<file path="config.mk">
export PLATFORM = sky130hd
export DESIGN_NAME = pgsu_ctrl
export DESIGN_NICKNAME = d
export VERILOG_FILES = /design/src/rtl/pgsu_pkg.sv /design/src/rtl/pgsu_ctrl.sv
export SDC_FILE = /design/constraint.sdc
export NUM_CORES = 1
export LEC_CHECK = 0
export ABC_AREA = 1
export BUFFER_PORTS_ARGS = -buffer_cell sky130_fd_sc_hd__buf_2
export CAP_MARGIN = 20
export CORE_ASPECT_RATIO = 0.7
export CORE_MARGIN = 2
export CORE_UTILIZATION = 47
export DETAILED_ROUTE_END_ITERATION = 16
export PLACE_DENSITY = 0.85
export RECOVER_POWER = 50
export REMOVE_ABC_BUFFERS = 1
export SLEW_MARGIN = 20
export SYNTH_ARGS = -nofsm -noshare
export SYNTH_HDL_FRONTEND = slang
export SYNTH_SLANG_ARGS = --single-unit
</file>
<file path="constraint.sdc">
create_clock -name clk -period 1.5 [get_ports clk]
set_clock_uncertainty 0.05 [all_clocks]
set_input_delay 0.15 -clock clk [delete_from_list [all_inputs] [get_ports clk]]
set_output_delay 0.15 -clock clk [all_outputs]
set_load 0.01 [all_outputs]
</file>
<file path="src/rtl/pgsu_pkg.sv">
// ----------------------------------------------------------------------------
// pgsu_pkg: shared constants, codes, types and tables
// Operation codes, register indexes, reset values, the controller to
// datapath command and status structs, and the exp2 fraction table.
// ----------------------------------------------------------------------------
`default_nettype none

package pgsu_pkg;

    localparam int MAX_SITES_DEF   = 32;
    localparam int MAX_STATES_DEF  = 8;
    localparam int WEIGHT_BITS_DEF = 16;

    localparam logic [1:0] OP_FIELD    = 2'd0;
    localparam logic [1:0] OP_COUPLING = 2'd1;
    localparam logic [1:0] OP_SET      = 2'd2;
    localparam logic [1:0] OP_RESAMPLE = 2'd3;

    localparam logic CFG_SITE_COUNT  = 1'b0;
    localparam logic CFG_STATE_COUNT = 1'b1;

    localparam logic [5:0] SITE_COUNT_RESET  = 6'd32;
    localparam logic [3:0] STATE_COUNT_RESET = 4'd2;

    // log2(e) in Q16
    localparam logic [31:0] LOG2E_Q16 = 32'd94548;

    typedef struct packed {
        logic accept;     // input beat taken this cycle
        logic f_rd;       // read field weight for current state
        logic c_rd;       // read coupling for current neighbor
        logic c_last;     // last neighbor of current state
        logic x_issue;    // push one state into the exp pipeline
        logic prod;       // form u * total
        logic pick_step;  // test one cumulative weight
        logic commit;     // write back and load the result
    } cmd_t;

    typedef struct packed {
        logic go;         // accepted beat is a resample of a site in use
        logic hit;        // cumulative weight passes the threshold
    } status_t;

    // round(65536 * 2^(-i/32))
    function automatic logic [16:0] exp2_frac(input logic [5:0] i);
        logic [16:0] v;
        unique case (i)
            6'd0:  v = 17'd65536;
            6'd1:  v = 17'd64132;
            6'd2:  v = 17'd62757;
            6'd3:  v = 17'd61413;
            6'd4:  v = 17'd60097;
            6'd5:  v = 17'd58809;
            6'd6:  v = 17'd57549;
            6'd7:  v = 17'd56316;
            6'd8:  v = 17'd55109;
            6'd9:  v = 17'd53928;
            6'd10: v = 17'd52773;
            6'd11: v = 17'd51642;
            6'd12: v = 17'd50535;
            6'd13: v = 17'd49452;
            6'd14: v = 17'd48393;
            6'd15: v = 17'd47356;
            6'd16: v = 17'd46341;
            6'd17: v = 17'd45348;
            6'd18: v = 17'd44376;
            6'd19: v = 17'd43425;
            6'd20: v = 17'd42495;
            6'd21: v = 17'd41584;
            6'd22: v = 17'd40693;
            6'd23: v = 17'd39821;
            6'd24: v = 17'd38968;
            6'd25: v = 17'd38133;
            6'd26: v = 17'd37316;
            6'd27: v = 17'd36516;
            6'd28: v = 17'd35734;
            6'd29: v = 17'd34968;
            6'd30: v = 17'd34219;
            6'd31: v = 17'd33486;
            6'd32: v = 17'd32768;
            default: v = 17'd0;
        endcase
        return v;
    endfunction

endpackage

`default_nettype wire

</file>
<file path="src/rtl/pgsu_ctrl.sv">
// ----------------------------------------------------------------------------
// pgsu_ctrl: resample sequencer
// Steps a resample through energy accumulation, exponentials, the
// normalizing product, the cumulative search and the write-back.
// ----------------------------------------------------------------------------
`default_nettype none

module pgsu_ctrl #(
    parameter int MAX_SITES  = pgsu_pkg::MAX_SITES_DEF,
    parameter int MAX_STATES = pgsu_pkg::MAX_STATES_DEF
) (
    input  wire logic                                 clk,
    input  wire logic                                 rst_n,
    input  wire logic                                 in_valid,
    output logic                                      in_ready,
    output logic                                      out_valid,
    input  wire logic                                 out_ready,
    input  wire logic [$clog2(MAX_SITES+1)-1:0]       n_sites,
    input  wire logic [$clog2(MAX_STATES+1)-1:0]      n_states,
    input  wire pgsu_pkg::status_t                    status,
    output pgsu_pkg::cmd_t                            cmd,
    output logic [$clog2(MAX_STATES)-1:0]             s_idx,
    output logic [$clog2(MAX_SITES)-1:0]              k_idx
);

    localparam int SAW = $clog2(MAX_SITES);
    localparam int STW = $clog2(MAX_STATES);

    typedef enum logic [3:0] {
        ST_IDLE,
        ST_FIELD,
        ST_COUPLE,
        ST_EDRAIN,
        ST_EXP,
        ST_XDRAIN,
        ST_PROD,
        ST_PICK,
        ST_COMMIT
    } state_t;

    state_t           state_reg;
    logic [STW-1:0]   s_reg;
    logic [SAW-1:0]   k_reg;
    logic             out_valid_reg;
    logic             k_last;
    logic             s_last;
    logic             s_pick_last;

    assign k_last      = int'(k_reg) == int'(n_sites) - 1;
    assign s_last      = int'(s_reg) == int'(n_states) - 1;
    assign s_pick_last = int'(s_reg) == int'(n_states) - 2;

    assign in_ready  = state_reg == ST_IDLE;
    assign out_valid = out_valid_reg;
    assign s_idx     = s_reg;
    assign k_idx     = k_reg;

    always_comb
    begin
        cmd           = '0;
        cmd.accept    = in_valid && in_ready;
        cmd.f_rd      = state_reg == ST_FIELD;
        cmd.c_rd      = state_reg == ST_COUPLE;
        cmd.c_last    = state_reg == ST_COUPLE && k_last;
        cmd.x_issue   = state_reg == ST_EXP;
        cmd.prod      = state_reg == ST_PROD;
        cmd.pick_step = state_reg == ST_PICK;
        cmd.commit    = state_reg == ST_COMMIT && (!out_valid_reg || out_ready);
    end

    always_ff @(posedge clk or negedge rst_n)
    begin
        if (!rst_n)
        begin
            state_reg     <= ST_IDLE;
            s_reg         <= '0;
            k_reg         <= '0;
            out_valid_reg <= 1'b0;
        end
        else
        begin
            if (out_ready)
            begin
                out_valid_reg <= 1'b0;
            end
            unique case (state_reg)
                ST_IDLE:
                begin
                    if (cmd.accept && status.go)
                    begin
                        s_reg     <= STW'(1);
                        state_reg <= ST_FIELD;
                    end
                end
                ST_FIELD:
                begin
                    k_reg     <= '0;
                    state_reg <= ST_COUPLE;
                end
                ST_COUPLE:
                begin
                    if (k_last)
                    begin
                        if (s_last)
                        begin
                            state_reg <= ST_EDRAIN;
                        end
                        else
                        begin
                            s_reg     <= s_reg + STW'(1);
                            state_reg <= ST_FIELD;
                        end
                    end
                    else
                    begin
                        k_reg <= k_reg + SAW'(1);
                    end
                end
                ST_EDRAIN:
                begin
                    s_reg     <= '0;
                    state_reg <= ST_EXP;
                end
                ST_EXP:
                begin
                    if (s_last)
                    begin
                        state_reg <= ST_XDRAIN;
                    end
                    else
                    begin
                        s_reg <= s_reg + STW'(1);
                    end
                end
                ST_XDRAIN:
                begin
                    state_reg <= ST_PROD;
                end
                ST_PROD:
                begin
                    s_reg     <= '0;
                    state_reg <= ST_PICK;
                end
                ST_PICK:
                begin
                    if (status.hit || s_pick_last)
                    begin
                        state_reg <= ST_COMMIT;
                    end
                    else
                    begin
                        s_reg <= s_reg + STW'(1);
                    end
                end
                ST_COMMIT:
                begin
                    if (cmd.commit)
                    begin
                        out_valid_reg <= 1'b1;
                        state_reg     <= ST_IDLE;
                    end
                end
                default:
                begin
                    state_reg <= ST_IDLE;
                end
            endcase
        end
    end

endmodule

`default_nettype wire

</file>
==> results.cfg <==
[status]
outcome = finished, violations left
failed_checks = negative setup slack

[logic_synthesis]
synth_commonest_cells = nand2_1, inv_1, nand3_1
ys_types = 21
netlist_instances = 216
synthesis.area_um2 = 1277
ys_seq_area_frac = 0.2547
synth_edf_count = 0
avgSynthCellArea_um2 = 5.914
ys_seq_elements = 13
netlist.area_leader.share = 0.2547
synth_top_cell_by_area = dfrtp_1
async_flop_share = 1.000
synth_flop_cell = dfrtp_1
synth.area.top_cells = dfrtp_1, nand2_1, inv_1
yosys_warnings = 0
synth.most_common_cell = nand2_1

[min_path]
holdPathStages = 4
min-delay-start = out_ready
min_to = out_valid$_DFF_PN0_
hp-class = in -> reg

[detailed_routing]
wl_per_cell_um = 16.32
firstDrtPassIters = 5
drt.antenna.violating_nets = 0
met3_length_um = 632
wl_um = 5289
routed-wl-met2_um = 2342
viasPerCell = 5.802
num_vias = 1880
drt_iter0_drc = 202
drc = 0
highest_layer = met4
routedLengthMet1_um = 1986

[floorplan]
coreArea_um2 = 2515
dieArea_um2 = 3158
die_h_um = 47.62
rows = 15
die_x_um = 66.31
start_util = 0.5080
num_io_pins = 34

[sta]
maxSlewHeadroom = 0.5021
fin_ws_ps = -247.0
period_share = 1.165
slew_viol_final = 0
final-hold-violation-count = 0
setup_violations = 14
fmax_ghz = 0.5724
worst_pin_slew_ps = 746.9
rsz0062_at_grt = true
period_minus_slack_ps = 1747
hold_slack_ps = 113.4

[worst_setup_path]
critPathSlowestCell = dfrtp_1
crit_buf_inv = 3
crit_type = reg -> out
crit_path_cell_trace = inv_1 -> nand3_1 -> nand2_1 -> nand3_2 -> nor2_2 -> nand2_2 -> buf_6 -> nor2_4 -> buf_6
crit_family = simple AND/OR/NAND/NOR gates
path_max_fanout = 4
required_ps = 1300
cpPeakStageDelay_ps = 430
reg2reg_setup_slack_ps = -220
start_kind = register
r2r_start = k_idx[2]$_DFFE_PN0P_
timing.rr.end = state_reg[2]$_DFFE_PN0P_
critPathCaptureType = output port
worstRegToRegCells = 11
crit_path_frequent_cell = buf_6
crit_arrival_ps = 1550

[layout]
final_util = 0.8139
num-nets-final = 313
syn2layout_area_growth_pct = 60.23
largest_reg_flops = 5
multi_input_area_um2 = 974.7
fin_area_um2 = 2047
seqCellArea_um2 = 329.1
num-fill-cells = 156
diodes = 0
drive_gt1_frac = 0.4379

[placed_design]
dp_hpwl_um = 2826
gp_congestion = 0.8989
dp_slack_ps = -272.2
place_area_um2 = 1677
port-buffer-count = 33

[pwr]
power_frac_seq = 0.172
p_sw_mw = 1.544
ir_drop_uv = 903.7
p_per_area_nw_per_um2 = 1543
p_int_mw = 1.614
power_mw = 3.158
p_leak_nw = 1.181
pwr-share-clk = 0.104
combPwrFrac = 0.724
p_sw_frac = 0.4889

[clocking]
max-clock-path-buffers = 2
cts-root-buf = clkbuf_8
htreeDepth = 1
clk-insertion-delay-late_ps = 250
cts_buffers = 3
clk_pin_slew_worst_paths_ps = 60
clkSinkCount = 13
cts_tree = built

[global_routing]
grtUsageTotal = 0.2975
grt_pass1_vias = 1503
grt_pass1_wl_um = 6948
grt-ovfl-total = 0
antenna_found_initial = 0
grt_start_max_net_pins = 14

[job]
maxCapViolCount = 0
==> through the flow <==
stage | std cells | setup TNS, ps
floorplan | 215 | -37.25
CTS | 321 | -2055
finish | 324 | -1921
global route | 324 | -2786
detailed placement | 309 | -2535
global placement | 309 | -1798
==> repair_timing <==
item / CTS / global route
endpoints found under the hold margin: 13 / 0
hold buffers: 1 / 0
gates resized for setup: 27 / 38
pin swaps: 16 / 19
setup buffers: 7 / 4
setup endpoints to repair: 14 / 17
==> power groups by stage <==
stage	Combinational [mW]	Clock, mW	Sequential [mW]
after floorplan	0.809	0	0.558
after global placement	1.46	0	0.524
after detailed placement	1.50	0	0.528
after CTS	1.84	0.323	0.523
after global routing	2.41	0.338	0.555
final	2.29	0.328	0.543
==> tightest hold or removal path, delay by kind of cell <==
family	cells	cell delay, ps
buffers and inverters	2	120
and+or+nand+nor	2	110
==> area by class of cell <==
class / instances / area share
multi-input combinational: 163 / 0.4762
inverter: 39 / 0.07274
timing repair buffer: 71 / 0.2476
tap: 34 / 0.02078
clock buffer: 4 / 0.02200
sequential: 13 / 0.1608
==> logic make-up after synthesis <==
| kind of cell | share of synthesized area |
|---|---|
| AO/OA/AOI/OAI | 0.06073 |
| buffers and inverters | 0.1234 |
| AND/OR/NAND/NOR | 0.4819 |
| XOR/XNOR | 0.02057 |
| flip-flops | 0.2547 |
| adder cells (fa/ha/maj) | 0.05876 |
==> metal layers <==
layer	global-route usage	vias to the layer above
li1	-	831
met1	0.4035	825
met2	0.4900	173
met3	0.07059	51
met4	0.07755	0
met5	0	-
==> layout by cell type, fill, tap and decap left out, drive strengths merged <==
master,n
a21oi,2
and3,1
buf,69
clkbuf,5
dfrtp,13
dlygate4sd3,1
ha,6
inv,39
nand2,81
nand3,24
nand3b,3
nand4,4
nor2,24
nor3,1
nor3b,1
o21ai,12
o21bai,1
xor2,3
==> worst max path at each step <==
stage	startpoint	endpoint	slack, ps	depth (start not counted)
floorplan	s_idx[0]$_DFFE_PN0P_	state_reg[1]$_DFFE_PN0P_	-20	10
CTS	k_idx[0]$_DFFE_PN0P_	cmd[4]	-240	9
finish	k_idx[2]$_DFFE_PN0P_	cmd[4]	-250	9
detailed placement	n_sites[0]	k_idx[4]$_DFFE_PN0P_	-270	13
global route	k_idx[1]$_DFFE_PN0P_	cmd[4]	-310	10
global placement	n_sites[0]	k_idx[2]$_DFFE_PN0P_	-180	14
Note: power is estimated with default switching activity, not from simulation.
